## src/design/hpt_pkg.sv

```systemverilog
// Shared types and constants for the homogeneous point transform.
package hpt_pkg;

	localparam int NUM_COLS = 4;
	localparam int COL_WIDTH = 64;
	localparam int LANE_WIDTH = 16;
	localparam int FRAC_BITS = 16;
	localparam int CFG_IDX_WIDTH = 2;

	typedef enum logic [CFG_IDX_WIDTH-1:0] {
		REG_COLUMN_X = 2'd0,
		REG_COLUMN_Y = 2'd1,
		REG_COLUMN_Z = 2'd2,
		REG_COLUMN_W = 2'd3
	} cfg_reg_t;

	// Per-item control that travels beside the divider chain.
	typedef struct packed {
		logic valid;
		logic fault;
		logic neg_x;
		logic neg_y;
		logic neg_z;
	} ctl_t;

endpackage

```

## src/design/hpt_mac.sv

```systemverilog
// Column dot product: point times one matrix column plus the row 3 term.
module hpt_mac #(
	parameter int COORD_WIDTH = 32,
	parameter int COEF_WIDTH = 16,
	parameter int SUM_WIDTH = 51
) (
	input  logic                          clk,
	input  logic                          en,
	input  logic signed [COORD_WIDTH-1:0] px,
	input  logic signed [COORD_WIDTH-1:0] py,
	input  logic signed [COORD_WIDTH-1:0] pz,
	input  logic [hpt_pkg::COL_WIDTH-1:0] col,
	output logic signed [SUM_WIDTH-1:0]   sum
);
	import hpt_pkg::*;

	localparam int PW = COORD_WIDTH + COEF_WIDTH;

	logic signed [COEF_WIDTH-1:0] c0, c1, c2, c3;
	logic signed [PW-1:0] p0_s1, p1_s1, p2_s1;
	logic signed [SUM_WIDTH-1:0] t3_s1;

	assign c0 = col[0*LANE_WIDTH +: COEF_WIDTH];
	assign c1 = col[1*LANE_WIDTH +: COEF_WIDTH];
	assign c2 = col[2*LANE_WIDTH +: COEF_WIDTH];
	assign c3 = col[3*LANE_WIDTH +: COEF_WIDTH];

	// Register products, then add.
	always_ff @(posedge clk) begin
		if (en) begin
			p0_s1 <= PW'(px) * PW'(c0);
			p1_s1 <= PW'(py) * PW'(c1);
			p2_s1 <= PW'(pz) * PW'(c2);
			t3_s1 <= SUM_WIDTH'(c3) <<< FRAC_BITS;
		end
	end

	always_ff @(posedge clk) begin
		if (en) begin
			sum <= SUM_WIDTH'(p0_s1) + SUM_WIDTH'(p1_s1) + SUM_WIDTH'(p2_s1) + t3_s1;
		end
	end

endmodule

```

## config.mk

```make
export PLATFORM = sky130hd
export DESIGN_NAME = hpt_mac
export DESIGN_NICKNAME = d
export VERILOG_FILES = /design/src/design/hpt_pkg.sv /design/src/design/hpt_mac.sv
export SDC_FILE = /design/constraint.sdc
export NUM_CORES = 2
export LEC_CHECK = 0
export ABC_CLOCK_PERIOD_IN_PS = 9280
export BUFFER_PORTS_ARGS = -buffer_cell sky130_fd_sc_hd__buf_4
export CORE_UTILIZATION = 60
export CTS_CLUSTER_DIAMETER = 200
export DETAILED_ROUTE_END_ITERATION = 10
export PLACE_DENSITY = 0.77
export SETUP_SLACK_MARGIN = 0.05
export SLEW_MARGIN = 20
export SYNTH_ARGS = -nofsm -noshare
export SYNTH_HDL_FRONTEND = slang
export SYNTH_SLANG_ARGS = --single-unit
```

## constraint.sdc

```tcl
create_clock -name clk -period 9.28 [get_ports clk]
set_clock_uncertainty 0.05 [all_clocks]
set_input_delay 0.464 -clock clk [delete_from_list [all_inputs] [get_ports clk]]
set_output_delay 0.464 -clock clk [all_outputs]
set_load 0.1 [all_outputs]
```

# --- After elaboration in Yosys (flattened, before gate mapping) ---
# Index checks and enable logic that the tools add are counted.
op_classes:
  n_mul: 3
  shifts: 0
  n_reduce_logical: 0
  div: 0
  n_eq_ne: 0
  n_bitwise: 0
  magnitude_cmp: 0
  mux: 0
  add_sub_neg: 3
ops:
  columns: ["operator", "n"]
  rows:
  - ["$mul 32x16->48", 3]
  - ["$add 50x32->51", 1]
  - ["$add 49x48->50", 1]
  - ["$add 48x48->49", 1]
totals:
  inputBits: 162
  rom_bits: 0
  out_inout_bits: 51
  word_cells: 11
  memories: 0
  latchBits: 0
  reg_bits: 211
  ram_bits: 0

# --- Depth between registers and ports, before layout ---
logic_depth:
  ltp_word: 3
  ltp_mapped: 27
  depth_no_buf: 25

# --- Least setup slack after synthesis ---
# OpenSTA, ideal clock, no wires.
synth_path:
  kind: "input port to flip-flop"
  startpoint: "in col[15] in the netlist's numbering"
  endpoint: "reg p0_s1[40] (data pin)"
  arrival_time_ns: 6.249
  t_required_ns: 8.961
  n_path_buf: 2
  setup_ns: 0.269
  slack_ns: 2.713
  cell_stages: 23
  path_cell_list: "inv_1 > clkbuf_1 > buf_1 > nor2_1 > fa_1 > fa_1 > fa_1 > fa_1 > fa_1 > inv_1 > fa_1 > inv_1 > ha_1 > a21oi_1 > o21ai_0 > a211oi_1 > o31ai_1 > nor3_1 > o21bai_1 > a211o_1 > a31oi_1 > o31ai_1 > xor2_1"
synth_via:
  elab_chain_cells: 1
synth_lines:
  columns: ["element", "line_no", "text"]
  rows:
  - ["from (decl)", "hpt_mac.sv:12", "input logic [hpt_pkg::COL_WIDTH-1:0] col,"]
  - ["$mul 32x16->48", "hpt_mac.sv:31", "p0_s1 <= PW'(px) * PW'(c0);"]
  - ["to (signal assigned)", "hpt_mac.sv:31", null]
  - ["to (decl)", "hpt_mac.sv:20", "logic signed [PW-1:0] p0_s1, p1_s1, p2_s1;"]
# No other way between the ends.
# A chain may end at the register's enable or synchronous reset.

# --- Worst setup path in the final report ---
layout_path:
  startpoint: "in col[7] in the netlist's numbering"
  endpoint: "reg p0_s1[47] (data pin)"
# The elaborated chain is that of the path after synthesis.

==> flow_summary.json <==
{
  "outcome": "finished with violations",
  "violations": "DRC",
  "drt_first_pass_iters": 9,
  "hpwl_mm": 127,
  "startpoint": "col[7]",
  "flow.area_growth_from_synthesis_pct": 4.86,
  "vias": 45600,
  "layout.area.seq_um2": 6340,
  "tritoncts.num_buffers": 22,
  "cpPeakStageDelay_ps": 580,
  "syn-cell-area_um2": 63900,
  "floorplan.core_area_um2": 105000,
  "tritoncts": "done",
  "postLayoutCellArea_um2": 67000,
  "postSynthNetCount": 8816,
  "critical_path.endpoint": "p0_s1[47]",
  "synthTopCellsByArea": "sky130_fd_sc_hd__fa_1 48%, sky130_fd_sc_hd__edfxtp_1 9.9%, sky130_fd_sc_hd__inv_1 9.9%",
  "first_pass_grt_wire_length_mm": 259,
  "synth.avg_cell_area_um2": 9.52,
  "cts_htree_levels": 1,
  "grt_start_max_net_pins": 131,
  "grt_overflow": 0,
  "detail-route-antenna-nets": 0,
  "post_cts.resized_instances": 0,
  "clk_pin_slew_worst_paths_ps": 60,
  "cap_viol_max_count": 0,
  "slowest_stage": "sky130_fd_sc_hd__fa_1",
  "fp.dieH_um": 328,
  "path_common_cell": "sky130_fd_sc_hd__fa_1",
  "timing.critical_path.to_type": "flop",
  "setup.worst_path.class": "input pin to flop",
  "clk_root_buffer_cell": "sky130_fd_sc_hd__clkbuf_16",
  "rr_worst_depth": 14,
  "max_clock_freq_mhz": 137,
  "synthCells": 6709,
  "crit_chain": "buf_4 > nand2_1 > fa_1 > inv_1 > fa_1 > fa_1 > fa_1 > fa_1 > inv_1 > fa_1 > inv_1 > ha_1 > a21o_1 > a21o_1 > a21oi_1 > o21ai_0 > a221oi_1 > nand3b_1 > a211oi_2 > o211ai_1 > a221oi_1 > xnor2_1",
  "floorplan.initialDensity_pct": 60.6,
  "dp.cells": 8049,
  "critical_path_peak_fanout": 32,
  "synth.yosys.seq_area_share_pct": 9.92,
  "cts.sink_count": 211,
  "synthesis.yosys.warnings": 0,
  "postRouteWirelength_mm": 159,
  "synth_cell_type_count": 75,
  "most_frequently_used_flop_master_after_synthesis": "sky130_fd_sc_hd__edfxtp_1",
  "post-cts-setup-buffer-count": 0,
  "placement_rows": 119,
  "timing.rr.end": "sum[36]",
  "placed_inst_area_um2": 66200,
  "final_max_slew_viol_count": 0,
  "maxSlewHeadroom_pct": 30.4,
  "grt_pass1_vias": 50000,
  "regToRegStartpoint": "p2_s1[2]",
  "netlist.area_leader.share_pct": 48.3,
  "cp.depth": 22,
  "combined_area_of_the_multi_input_logic_cells_um2": 50200,
  "min-delay-path-class": "input pin to flop",
  "num-fill-cells": 8515,
  "worst_pin_slew_ps": 1040,
  "drt-vias-per-instance": 5.64,
  "synth_top_cell_by_area": "sky130_fd_sc_hd__fa_1",
  "drt-wirelength-per-cell_um": 19.6,
  "period_minus_slack_ps": 7300,
  "routabilityCongestion": 0.920,
  "fin_nets": 8789,
  "critical_path_buffers_and_inverters": 4,
  "worst-endpoint-required_ps": 9460,
  "inserted_diodes": 0,
  "ys_seq_elements": 211,
  "ios": 213,
  "io_buffer_count": 212,
  "layoutNonFillerInstCount": 8088,
  "die-width_um": 328,
  "grt_use_total_pct": 30.9,
  "detailedRoute.firstIterationViolations": 3231,
  "clock_tree.buffer_depth": 3,
  "remaining_drc_errors": 26,
  "endpoint_arrival_time_on_the_critical_path_ps": 7480,
  "largest_delay_contributor_family_on_the_critical_path": "adder cells",
  "flop_to_flop_setup_slack_ps": 4610,
  "finalCritPeriodShare_pct": 78.6,
  "timing.final.hold_violations": 0,
  "synth_enable_flop_cells": 211,
  "initial_antenna_violation_count": 0,
  "postSynth.asyncResetShare_pct": 0,
  "final_layout_size_suffix_gt1_share_pct": 4.14,
  "grt_setup_unrepaired": "false",
  "count_of_hold_fix_buffers_inserted_at_cts": 0,
  "clock_latency_ps": 520,
  "setup_total_negative_slack_ps": 0,
  "die_area_um2": 108000,
  "setup_violations": 0,
  "crit_path_start_kind": "input pin"
}
registers in the layout, summed over array words and instances (netlist names):
name   count
p2_s1     48
sum       51
p0_s1     48
p1_s1     48
t3_s1     16
worst min-delay path by stage:
stage / start / end / slack [ps] / cells past startpoint
finish: col[48] / t3_s1[16] / 70 / 1
global route: col[53] / t3_s1[21] / 50 / 1
CTS: col[56] / t3_s1[24] / 60 / 1
detailed placement: col[58] / t3_s1[26] / 590 / 1
global placement: col[59] / t3_s1[27] / 590 / 1
floorplan: col[48] / t3_s1[16] / 510 / 0
cells in the mapped netlist, types with 51 or more instances:
| library cell | number |
|---|---|
| sky130_fd_sc_hd__xnor2_1 | 144 |
| sky130_fd_sc_hd__clkbuf_1 | 257 |
| sky130_fd_sc_hd__fa_1 | 1540 |
| sky130_fd_sc_hd__ha_1 | 405 |
| sky130_fd_sc_hd__and2_1 | 618 |
| sky130_fd_sc_hd__a21o_1 | 101 |
| sky130_fd_sc_hd__edfxtp_1 | 211 |
| sky130_fd_sc_hd__a21oi_1 | 189 |
| sky130_fd_sc_hd__xor2_1 | 51 |
| sky130_fd_sc_hd__inv_1 | 1684 |
| sky130_fd_sc_hd__nor2_1 | 142 |
| sky130_fd_sc_hd__nand2_1 | 914 |
| sky130_fd_sc_hd__o21ai_0 | 88 |
routing by layer:
metal	vias to the layer above	share of wire, %	track usage [%]
met3	454	8.4	5.10
met2	2065	49	51.6
li1	19700	-	-
met1	23400	38	40.4
met4	0	4.6	12.3
met5	-	0	0
metrics by stage:
stage	hold WS [ps]	utilization, %	setup WS, ps
5_1_grt	51.3	63.5	1750
6_report	72.3	63.5	1980
4_1_cts	56.7	63.5	2160
3_5_place_dp	594	62.8	1620
2_1_floorplan	513	-	2710
3_3_place_gp	594	62.8	1680
placed cells by master, fill, tap and decap left out, drive strengths merged, types with 33 or more instances in the layout:
| cell type | instances |
|---|---|
| a21o | 103 |
| o21ai | 92 |
| a21oi | 190 |
| nand2b | 37 |
| ha | 405 |
| and2 | 618 |
| nand2 | 914 |
| edfxtp | 211 |
| xor2 | 51 |
| o21bai | 33 |
| xnor2 | 144 |
| fa | 1540 |
| nor2 | 142 |
| inv | 1686 |
| buf | 215 |
cells by family after synthesis:
logic type	synth area share [%]
multiplexers	0.0176
flip-flops	9.92
buffers and inverters	11.5
adder cells (fa/ha/maj)	56.2
AND/OR/NAND/NOR	13.9
XOR/XNOR	2.67
AO/OA/AOI/OAI	5.73
final cells by class:
type,instances,area share [%]
flip-flops and latches,211,9.46
clock inverters,13,0.247
inverters,1686,9.45
clock buffers,26,0.876
repair buffers,215,2.42
multi-input cells,4546,74.9
well taps,1391,2.60
Power is not shown: default switching activity piles up to over one toggle a cycle in this logic, so the estimate is an artifact.
