## src/design/hpt_pkg.sv

```systemverilog
// Shared types and constants for the homogeneous point transform.
package hpt_pkg;

	localparam int NUM_COLS = 4;
	localparam int COL_WIDTH = 64;
	localparam int LANE_WIDTH = 16;
	localparam int FRAC_BITS = 16;
	localparam int CFG_IDX_WIDTH = 2;

	typedef enum logic [CFG_IDX_WIDTH-1:0] {
		REG_COLUMN_X = 2'd0,
		REG_COLUMN_Y = 2'd1,
		REG_COLUMN_Z = 2'd2,
		REG_COLUMN_W = 2'd3
	} cfg_reg_t;

	// Per-item control that travels beside the divider chain.
	typedef struct packed {
		logic valid;
		logic fault;
		logic neg_x;
		logic neg_y;
		logic neg_z;
	} ctl_t;

endpackage

```

## src/design/hpt_div_cell.sv

```systemverilog
// One restoring-divide cell: one quotient bit for each of three dividends.
module hpt_div_cell #(
	parameter int NW = 67,
	parameter int DW = 51,
	parameter int QW = 33
) (
	input  logic          clk,
	input  logic          arst_n,
	input  logic          en,
	input  hpt_pkg::ctl_t ctl_in,
	input  logic [DW-1:0] den_in,
	input  logic [NW-1:0] num_in [3],
	input  logic [DW:0]   rem_in [3],
	input  logic [QW-1:0] quo_in [3],
	input  logic          ovf_in [3],
	output hpt_pkg::ctl_t ctl_out,
	output logic [DW-1:0] den_out,
	output logic [NW-1:0] num_out [3],
	output logic [DW:0]   rem_out [3],
	output logic [QW-1:0] quo_out [3],
	output logic          ovf_out [3]
);
	import hpt_pkg::*;

	logic [DW+1:0] trial [3];
	logic [DW+1:0] diff [3];
	logic          take [3];

	always_comb begin
		for (int k = 0; k < 3; k++) begin
			trial[k] = {rem_in[k], num_in[k][NW-1]};
			diff[k] = trial[k] - {1'b0, 1'b0, den_in};
			take[k] = !diff[k][DW+1];
		end
	end

	always_ff @(posedge clk or negedge arst_n) begin
		if (!arst_n) begin
			ctl_out <= '0;
		end else if (en) begin
			ctl_out <= ctl_in;
		end
	end

	always_ff @(posedge clk) begin
		if (en) begin
			den_out <= den_in;
			for (int k = 0; k < 3; k++) begin
				num_out[k] <= num_in[k] << 1;
				rem_out[k] <= take[k] ? diff[k][DW:0] : trial[k][DW:0];
				// A one shifted out of the quotient top marks overflow.
				ovf_out[k] <= ovf_in[k] | quo_in[k][QW-1];
				quo_out[k] <= {quo_in[k][QW-2:0], take[k]};
			end
		end
	end

endmodule

```

## config.mk

```make
export PLATFORM = sky130hd
export DESIGN_NAME = hpt_div_cell
export DESIGN_NICKNAME = d
export VERILOG_FILES = /design/src/design/hpt_pkg.sv /design/src/design/hpt_div_cell.sv
export SDC_FILE = /design/constraint.sdc
export NUM_CORES = 1
export LEC_CHECK = 0
export BUFFER_PORTS_ARGS = -buffer_cell sky130_fd_sc_hd__buf_2
export CORE_AREA = 2 2 406 408
export CTS_CLUSTER_SIZE = 24
export DETAILED_ROUTE_END_ITERATION = 12
export DIE_AREA = 0 0 408 410
export HOLD_SLACK_MARGIN = 0.12
export PLACE_DENSITY = 0.42
export SLEW_MARGIN = 20
export SYNTH_ARGS = -nofsm -noshare
export SYNTH_HDL_FRONTEND = slang
export SYNTH_SLANG_ARGS = --single-unit
```

## constraint.sdc

```tcl
create_clock -name clk -period 0.82 [get_ports clk]
set_input_delay 0.164 -clock clk [delete_from_list [all_inputs] [get_ports clk]]
set_output_delay 0.164 -clock clk [all_outputs]
set_load 0.01 [all_outputs]
```

---- Word level (Yosys, flattened, before mapping) ----
Cells that the tools add are included.
storage, ports and cells
  bits in registers ....................... 512
  latch bits .............................. 0
  bits in writable memories ............... 0
  bits in read-only memories .............. 0
  input bits .............................. 518
  output and inout bits ................... 515
  memories ................................ 0
cells by class
  add/sub/neg operators ................... 3
  $mul .................................... 0
  divide/modulo/power cells ............... 0
  $lt $le $gt $ge ......................... 0
  eq/ne operators ......................... 0
  shifts and indexed selects .............. 0
  mux-type cells .......................... 3
  bitwise logic cells ..................... 3
  reduce and logical (&&, ||, !) cells .... 3
operators with widths
  cell             count
  $sub 53x51->53   3
  $mux 52          3
  $logic_not 1->1  3
  $or 1x1->1       3

---- Logic depth before layout (Yosys ltp) ----
Gate-level depths: netlist (run 1).
  word-level depth ........................ 2
  mapped depth ............................ 16

---- Worst setup path after synthesis (run 1) ----
Ideal clock, no wire load.
  kind .................................... input -> register
  from .................................... input num_in[66] (netlist bit)
  to ...................................... register rem_out[11] (netlist bit), data pin
  library setup time ...................... 0.262 ns
  arrival time ............................ 2.865 ns
  required time ........................... 0.558 ns
  slack ................................... -2.307 ns
  stages on the path ...................... 16
  path buffers ............................ 1
  cells stage by stage .................... inv_1 > ha_1 > inv_1 > fa_1 > a21oi_1 > o211ai_1 > o2111ai_1 > nor2b_1 > o211ai_1 > a21o_1 > a31oi_1 > mux2i_1 > or2_4 > inv_2 > buf_6 > mux2_1
between the ends
  cells in the longest elaborated chain, start to end .. 2
ends and longest elaborated chain
  element                          line                text
  from (decl)                      hpt_div_cell.sv:12  input logic [NW-1:0] num_in [3],
  $sub 53x51->53                   hpt_div_cell.sv:32  diff[k] = trial[k] - {1'b0, 1'b0, den_in};
  $mux 52                          hpt_div_cell.sv:50  rem_out[k] <= take[k] ? diff[k][DW:0] : trial[k][DW:0];
  to (signal, indexed assignment)  hpt_div_cell.sv:50
  to (decl)                        hpt_div_cell.sv:19  output logic [DW:0] rem_out [3],
Every way passes these cells.
A chain may end at the register's enable or synchronous reset.

---- Worst setup path in the final report (run 1) ----
  from .................................... input den_in[0]
  to ...................................... register rem_out[99] (netlist bit), data pin
between the ends
  cells in the longest elaborated chain, start to end .. 2
ends and longest elaborated chain
  element         line                text
  from (decl)     hpt_div_cell.sv:11  input logic [DW-1:0] den_in,
  $sub 53x51->53  hpt_div_cell.sv:32
  $mux 52         hpt_div_cell.sv:50
Every way passes these cells.

==> run summary, run 1 <==
Synth warnings = 0
Drt pass-1 iters = 5
First-pass GRT wire length = 201 mm
Max frequency = 351 MHz
Worst Hold Path Cells = 1
Outcome = finished with violations
Critical Path RT = 1.26 ns
Synthesis-stage register bit count = 512
Num CTS Buffers = 68
H-tree Lvls = 3
P&R area growth vs syn = 92.9%
Antenna viol nets, final = 0
Largest net degree at the start of global routing = 44
R2r setup slk = 0.06 ns
Worst Hold Class = in -> reg
Worst Min Path Start = den_in[0]
GPL Wtd Cong = 0.860
Fin crit share = 348%
Clock tree from TritonCTS = yes
CP arrival = 3.29 ns
FF-to-FF Start = ctl_out[2]$_DFFE_PN0P_
IO buf count = 1029
Largest fanout on the critical path = 3
Total GRT Usage = 16.8%
Final min period = 2.85 ns
I/O pin count = 1033
Pre-CTS setup slack = -3.44 ns
Vias per cell = 4.02
Final setup fails = 671
WHS Endpoint = den_out[0]$_DFFE_PP_
Drt total wl = 148 mm
Fin. Hold Viols = 17
Top cell type by total area after synthesis = edfxtp_1
Nets = 5119
Initial core utilization = 16.1%
Die ar. = 0.167 mm²
FF-to-FF End = ctl_out[2]$_DFFE_PN0P_
Avg Inst Size Synth = 12.4 µm²
Startpoint type of the worst setup path = primary input
Register area share after synthesis = 58.1%
Final clock skew = 0 ns
CTS clk-pin slew, worst paths = 0.06 ns
Most instantiated cells after synthesis = 507 x edfxtp_1, 181 x nand2_1, 175 x a21oi_1, 154 x o21ai_0, 153 x ha_1
Via count = 26900
Vias in the first global route = 27700
Worst R2R Path Depth = 1
Tightest Pin Transition = 0.563 ns
Grt total ovfl = 0
CP Class = in -> reg
Wire per inst = 22.1 µm
RSZ-0062 raised after global routing = yes
Peak supply drop = 0.00151 V
Worst Hold Slack = -0.288 ns
Die H = 410 µm
Failing checks = negative hold slack, negative setup slack
# clock sinks = 512
Synthesized instance count = 2133
Largest cells by area after synthesis = edfxtp_1 58%, ha_1 7.3%, a21oi_1 3.3%
Most frequent cell after synthesis = edfxtp_1
EDFF count, synth = 507
Worst skew pair latency = 0.66 ns
PnR worst setup slack = -2.03 ns
Synth cell types = 92
Crit end category = flop
Post-Layout Cell Count = 6695
Site row count = 149
Die Wd = 408 µm
Worst rel slew slack = 62.3%
Clk buf depth = 3
Initial antenna violation count = 47
First DRT Iteration DRCs = 1156
Main synth FF type = edfxtp_1
Root Buffer = clkbuf_16
Slew Limit Fails = 0
Core Area = 0.163 mm²
Max Cap Viol = 0
Cell Count Post-Placement = 5977
Async SR Flop Fraction = 0.977%
Final total power = 94.0 mW
Synth Cell Area = 0.0264 mm²
DR DRC count = 0
Lkg Pwr = 22.2 nW
Detailed Place HPWL = 114 mm
Pwr Density = 1850 mW/mm²
Synth top area share = 57.7%
Share of cells above drive strength 1 = 51.7%
## registers in the layout (all words and copies together) (netlist names)
register  count
ctl_out       5
den_out      51
num_out     198
ovf_out       3
quo_out      99
rem_out     156
## cells in the final DEF, fill, tap and decap left out, types with 37 or more instances in the layout
cell / count
buf_4: 695
a21oi_1: 147
ha_1: 116
o21ai_0: 87
a21o_1: 81
nor2_1: 88
nand4_1: 45
buf_2: 923
o21ai_2: 42
mux2_4: 86
edfxtp_1: 507
clkbuf_16: 72
buf_6: 128
xnor2_1: 80
nand2_1: 130
inv_1: 62
dlygate4sd3_1: 506
xor2_1: 53
buf_12: 37
## stage by stage
| step | util (%) | TNS [ns] | hold slack (ns) | cell area (µm²) |
|---|---|---|---|---|
| 4_1_cts | 30.1 | -604.54 | -0.366 | 49200 |
| 3_5_place_dp | 24.3 | -597.21 | 0.0152 | 39700 |
| 3_3_place_gp | 24.3 | -598.11 | 0.0117 | 39700 |
| 5_1_grt | 31.1 | -618.03 | -0.346 | 50900 |
| 2_1_floorplan | - | -319.36 | -0.132 | 26700 |
| 6_report | 31.1 | -567.93 | -0.288 | 50900 |
## cells by family (layout without fill, tap and decap cells)
group | after synthesis | in the layout | synth area share (%)
AOI/OAI and AO/OA | 598 | 598 | 14.5
DFF | 512 | 512 | 58.1
and+or+nand+nor | 457 | 457 | 8.22
buffers and inverters | 171 | 2531 | 2.74
adders and majority gates | 156 | 156 | 7.48
xor gates and xnor gates | 141 | 141 | 4.71
muxes | 97 | 97 | 4.21
other | 1 | 14 | 0.0142
## cell type report
type / instances / area, µm²
fillers: 16900 / 113000
repair buffers: 2318 / 17800
flip-flops and latches: 512 / 15300
multi-input cells: 1452 / 12400
well taps: 2189 / 2740
clock buffers: 83 / 1780
clock inverters: 37 / 468
inverters: 93 / 423
diodes: 11 / 27.5
## power breakdown
group / total [mW] / switching, mW / internal, mW
logic: 29.9 / 14.7 / 15.2
registers: 33.3 / 1.16 / 32.1
clock network: 30.8 / 13.0 / 17.9
total: 94.0 / 28.8 / 65.2
## worst max-delay path: stages
cell	delay (ns)
buf_12	0.10
buf_4	0.12
ha_4	0.13
buf_4	0.10
buf_4	0.09
nor2b_2	0.03
o31a_1	0.33
o211ai_1	0.49
a211oi_4	0.20
nor4_4	0.43
nor4_4	0.11
a2111oi_4	0.46
buf_4	0.19
xnor2_1	0.05
mux2_4	0.26
## repair_timing
item	in CTS	in global routing
pin swaps	106	127
resized for setup	397	432
endpoints found under the setup margin	671	671
setup buffers	48	39
gates cloned	18	4
endpoints found under the hold margin	687	104
hold buffers	497	10
## worst max-delay path by stage
stage	startpoint	to	slack [ns]
after global routing	den_in[0]	rem_out[32]$_DFFE_PP_	-2.07
after global placement	den_in[0]	rem_out[102]$_DFFE_PP_	-3.40
after detailed placement	den_in[0]	rem_out[102]$_DFFE_PP_	-3.44
after CTS	den_in[0]	rem_out[7]$_DFFE_PP_	-1.90
after floorplan	den_in[1]	rem_out[10]$_DFFE_PP_	-2.11
final	den_in[0]	rem_out[99]$_DFFE_PP_	-2.03
## routing by layer
metal | part of all wire, % | track usage [%] | wire length [µm]
met1 | 36 | 16.8 | 52700
met5 | 0.17 | 0 | 254
met2 | 52 | 31.1 | 77100
met4 | 5.7 | 8.85 | 8450
met3 | 6.3 | 5.29 | 9360
No activity file was read; power rests on OpenSTA's default activity.
==> run 2: changes to the inputs <==
--- a/config.mk
+++ b/config.mk
@@ -5,13 +5,14 @@
 export SDC_FILE = /design/constraint.sdc
 export NUM_CORES = 1
 export LEC_CHECK = 0
+export ABC_AREA = 1
 export BUFFER_PORTS_ARGS = -buffer_cell sky130_fd_sc_hd__buf_2
-export CORE_AREA = 2 2 406 408
+export CORE_AREA = 2 2 398 400
 export CTS_CLUSTER_SIZE = 24
 export DETAILED_ROUTE_END_ITERATION = 12
-export DIE_AREA = 0 0 408 410
+export DIE_AREA = 0 0 400 402
 export HOLD_SLACK_MARGIN = 0.12
-export PLACE_DENSITY = 0.42
+export PLACE_DENSITY = 0.47
 export SLEW_MARGIN = 20
 export SYNTH_ARGS = -nofsm -noshare
 export SYNTH_HDL_FRONTEND = slang
==> run 2 against run 1 <==
- the run still ends with negative hold slack, negative setup slack left
- first-iteration DRC count rose by 130%
- design area increased by 13%
- global-route usage rose by 6.6 points
- total power fell by 1.5%
==> run summary, run 2 <==
Clock tree from TritonCTS = yes
Multiplexer area fraction after synthesis = 0.179%
Commonest non-fill, non-tap cell in the layout = nand2_1
Register area share after synthesis = 48.8%
Sequential group share of total power = 36.1%
Outcome = finished with violations
Adder-Cell Fraction of Synth Area = 6.28%
R2r setup slk = 0.02 ns
Synthesis-stage register bit count = 512
Detailed Place HPWL = 162 mm
Nets = 7078
DR DRC count = 0
Clk pwr share = 28.7%
Tightest Pin Transition = 0.563 ns
Grt total ovfl = 0
CP arrival = 2.29 ns
RSZ-0062 raised after global routing = yes
Fin crit share = 229%
Synth Cell Area = 0.0315 mm²
Regs by FF count = num_out x198, rem_out x156, quo_out x99
Drt total wl = 200 mm
Int Pwr = 61.0 mW
Drt pass-1 iters = 5
Crit-path cells = buf_12 > clkinvlp_4 > buf_12 > ha_4 > nand2_4 > buf_6 > inv_2 > nand2_2 > nand2_2 > inv_2 > nand2_2 > inv_2 > nand3_4 > nand2_4 > nand3_4 > nand2_4 > nand2_8 > clkbuf_16 > nand2_2 > nand2_2
Clk buf depth = 3
Main synth FF type = edfxtp_1
Largest net degree at the start of global routing = 54
Worst skew pair latency = 0.67 ns
Max frequency = 532 MHz
Final min period = 1.88 ns
Pwr Density = 1610 mW/mm²
Synth warnings = 0
Largest cells by area after synthesis = edfxtp_1 48%, nand2_1 21%, inv_1 8.9%
Synth top area share = 48.4%
Worst R2R Path Depth = 1
P_sw = 31.6 mW
PnR worst setup slack = -1.06 ns
FF-to-FF Start = ctl_out[2]$_DFFE_PN0P_
Async SR Flop Fraction = 0.977%
Slew Limit Fails = 0
Root Buffer = clkbuf_16
GPL Wtd Cong = 0.949
Vias per cell = 4.25
Worst Hold Class = in -> reg
Crit end category = flop
Worst rel slew slack = 62.3%
Final setup fails = 676
WHS Endpoint = den_out[0]$_DFFE_PP_
Initial antenna violation count = 38
Antenna viol nets, final = 0
Fin. Hold Viols = 7
Die H = 402 µm
Simple-Gate Fraction of Synth Area = 29.9%
Max FFs per register = 198
CP Class = in -> reg
Worst Min Path Start = den_in[0]
Failing checks = negative hold slack, negative setup slack
P&R area growth vs syn = 82.9%
Sw Ratio = 34.1%
First DRT Iteration DRCs = 2611
Final total power = 92.6 mW
Final clock skew = 0 ns
Worst Hold Path Cells = 2
Die ar. = 0.161 mm²
EDFF count, synth = 507
CP most frequent cell = nand2_2
Total GRT Usage = 23.5%
Largest reg by FF count = num_out
Synthesized instance count = 4024
Die Wd = 400 µm
Most frequent cell after synthesis = nand2_1
IO buf count = 1029
Via count = 36300
Vias in the first global route = 35800
Commonest cells after routing, fill and taps aside = 1467 x nand2_1, 1008 x buf_2, 691 x inv_1
Wire per inst = 23.4 µm
Core Area = 0.157 mm²
Main combinational cell family by area after synthesis = simple AND/OR/NAND/NOR gates
Lkg Pwr = 28.4 nW
Pre-CTS setup slack = -2.06 ns
Worst Hold Slack = -0.201 ns
Largest fanout on the critical path = 8
Top cell type by total area after synthesis = edfxtp_1
Critical Path RT = 1.23 ns
CTS clk-pin slew, worst paths = 0.06 ns
CP startpoint = den_in[18]
Initial core utilization = 20.0%
Num CTS Buffers = 61
Synth Area in Compound Gates = 2.55%
H-tree Lvls = 2
Site row count = 146
Avg Inst Size Synth = 7.82 µm²
Synth cell types = 38
I/O pin count = 1033
Post-Synth XOR/XNOR Area = 2.25%
Critical-path top delay cell = ha_4
Share of cells above drive strength 1 = 41.3%
Most instantiated cells after synthesis = 1767 x nand2_1, 746 x inv_1, 507 x edfxtp_1, 243 x nor2_1, 182 x nand3_1
Peak supply drop = 0.00170 V
Fillers = 16300
Max Cap Viol = 0
Combinational share of power = 35.2%
Startpoint type of the worst setup path = primary input
# clock sinks = 512
Critical path's largest stage delay = 0.23 ns
FF-to-FF End = ctl_out[2]$_DFFE_PN0P_
First-pass GRT wire length = 265 mm
run 2: cell count changes in the layout (fill, tap and decap cells not counted), sizes merged, moves of 71 or more:
cell   delta
inv     +651
mux2     -90
a21o     -81
o21ai   -147
nor2    +153
a21oi    -71
nand2  +1615
xnor2    -81
nand3   +166
run 2: through the flow:
stage / TNS, ns / cells / utilization, % / area [µm²]
after CTS: -464.89 / 8482 / 34.9 / 54800
final: -446.56 / 8548 / 36.6 / 57500
after global placement: -498.68 / 7838 / 29.1 / 45700
after floorplan: -182.41 / 4026 / - / 31600
after detailed placement: -500.64 / 7838 / 29.1 / 45700
after global routing: -484.94 / 8541 / 36.6 / 57500
run 2: how the worst max path moves through the flow:
stage,endpoint,cells past startpoint
floorplan,rem_out[45]$_DFFE_PP_,16
global placement,rem_out[101]$_DFFE_PP_,16
detailed placement,rem_out[69]$_DFFE_PP_,16
CTS,rem_out[42]$_DFFE_PP_,14
global route,rem_out[4]$_DFFE_PP_,20
finish,rem_out[3]$_DFFE_PP_,20
run 2: worst max-delay path: cells and delay by family:
family | cells | cell delay (ns)
adders and majority gates | 1 | 0.23
buffers and inverters | 8 | 0.89
and+or+nand+nor | 11 | 0.96
run 2: final cells by class:
type | count | area (µm²) | area share (%)
Tap cell | 2072 | 2590 | 4.51
Clock inverter | 33 | 307 | 0.533
Antenna cell | 23 | 57.6 | 0.100
Clock buffer | 79 | 1620 | 2.82
Sequential cell | 512 | 15300 | 26.7
Inverter | 749 | 2880 | 5.01
Timing Repair Buffer | 2346 | 18100 | 31.5
Multi-Input combinational cell | 2734 | 16600 | 28.9
run 2: kinds of logic (layout without fill, tap and decap cells):
kind of cell,after synthesis,in the layout
multiplexers,5,5
flip-flops,512,512
adder cells (fa/ha/maj),156,156
AO/OA/AOI/OAI,150,150
buffers and inverters,782,3207
AND/OR/NAND/NOR,2337,2339
other,1,26
XOR/XNOR,81,81
run 2: power groups by stage:
| stage | combinational [mW] | sequential [mW] | clock [mW] |
|---|---|---|---|
| 5_1_grt | 35.0 | 33.6 | 28.1 |
| 4_1_cts | 30.1 | 33.4 | 27.1 |
| 3_3_place_gp | 26.2 | 33.9 | 0 |
| 6_report | 32.6 | 33.4 | 26.5 |
| 3_5_place_dp | 26.2 | 33.8 | 0 |
| 2_1_floorplan | 9.25 | 34.5 | 0 |
run 2: routing by layer:
layer / vias up / GRT usage, % / routed length, µm
met3: 259 / 2.73 / 10100
met1: 17400 / 27.8 / 79200
met2: 1285 / 42.9 / 101000
met5: - / 0 / 35
met4: 6 / 8.76 / 9470
li1: 17400 / - / -
run 2: repair_timing:
item | 4_1_cts | 5_1_grt
cloned | 5 | 19
gates resized for setup | 314 | 549
setup buffers | 25 | 21
setup endpoints to repair | 671 | 676
pin swaps | 38 | 127
hold buffers | 502 | 5
endpoints found under the hold margin | 626 | 85
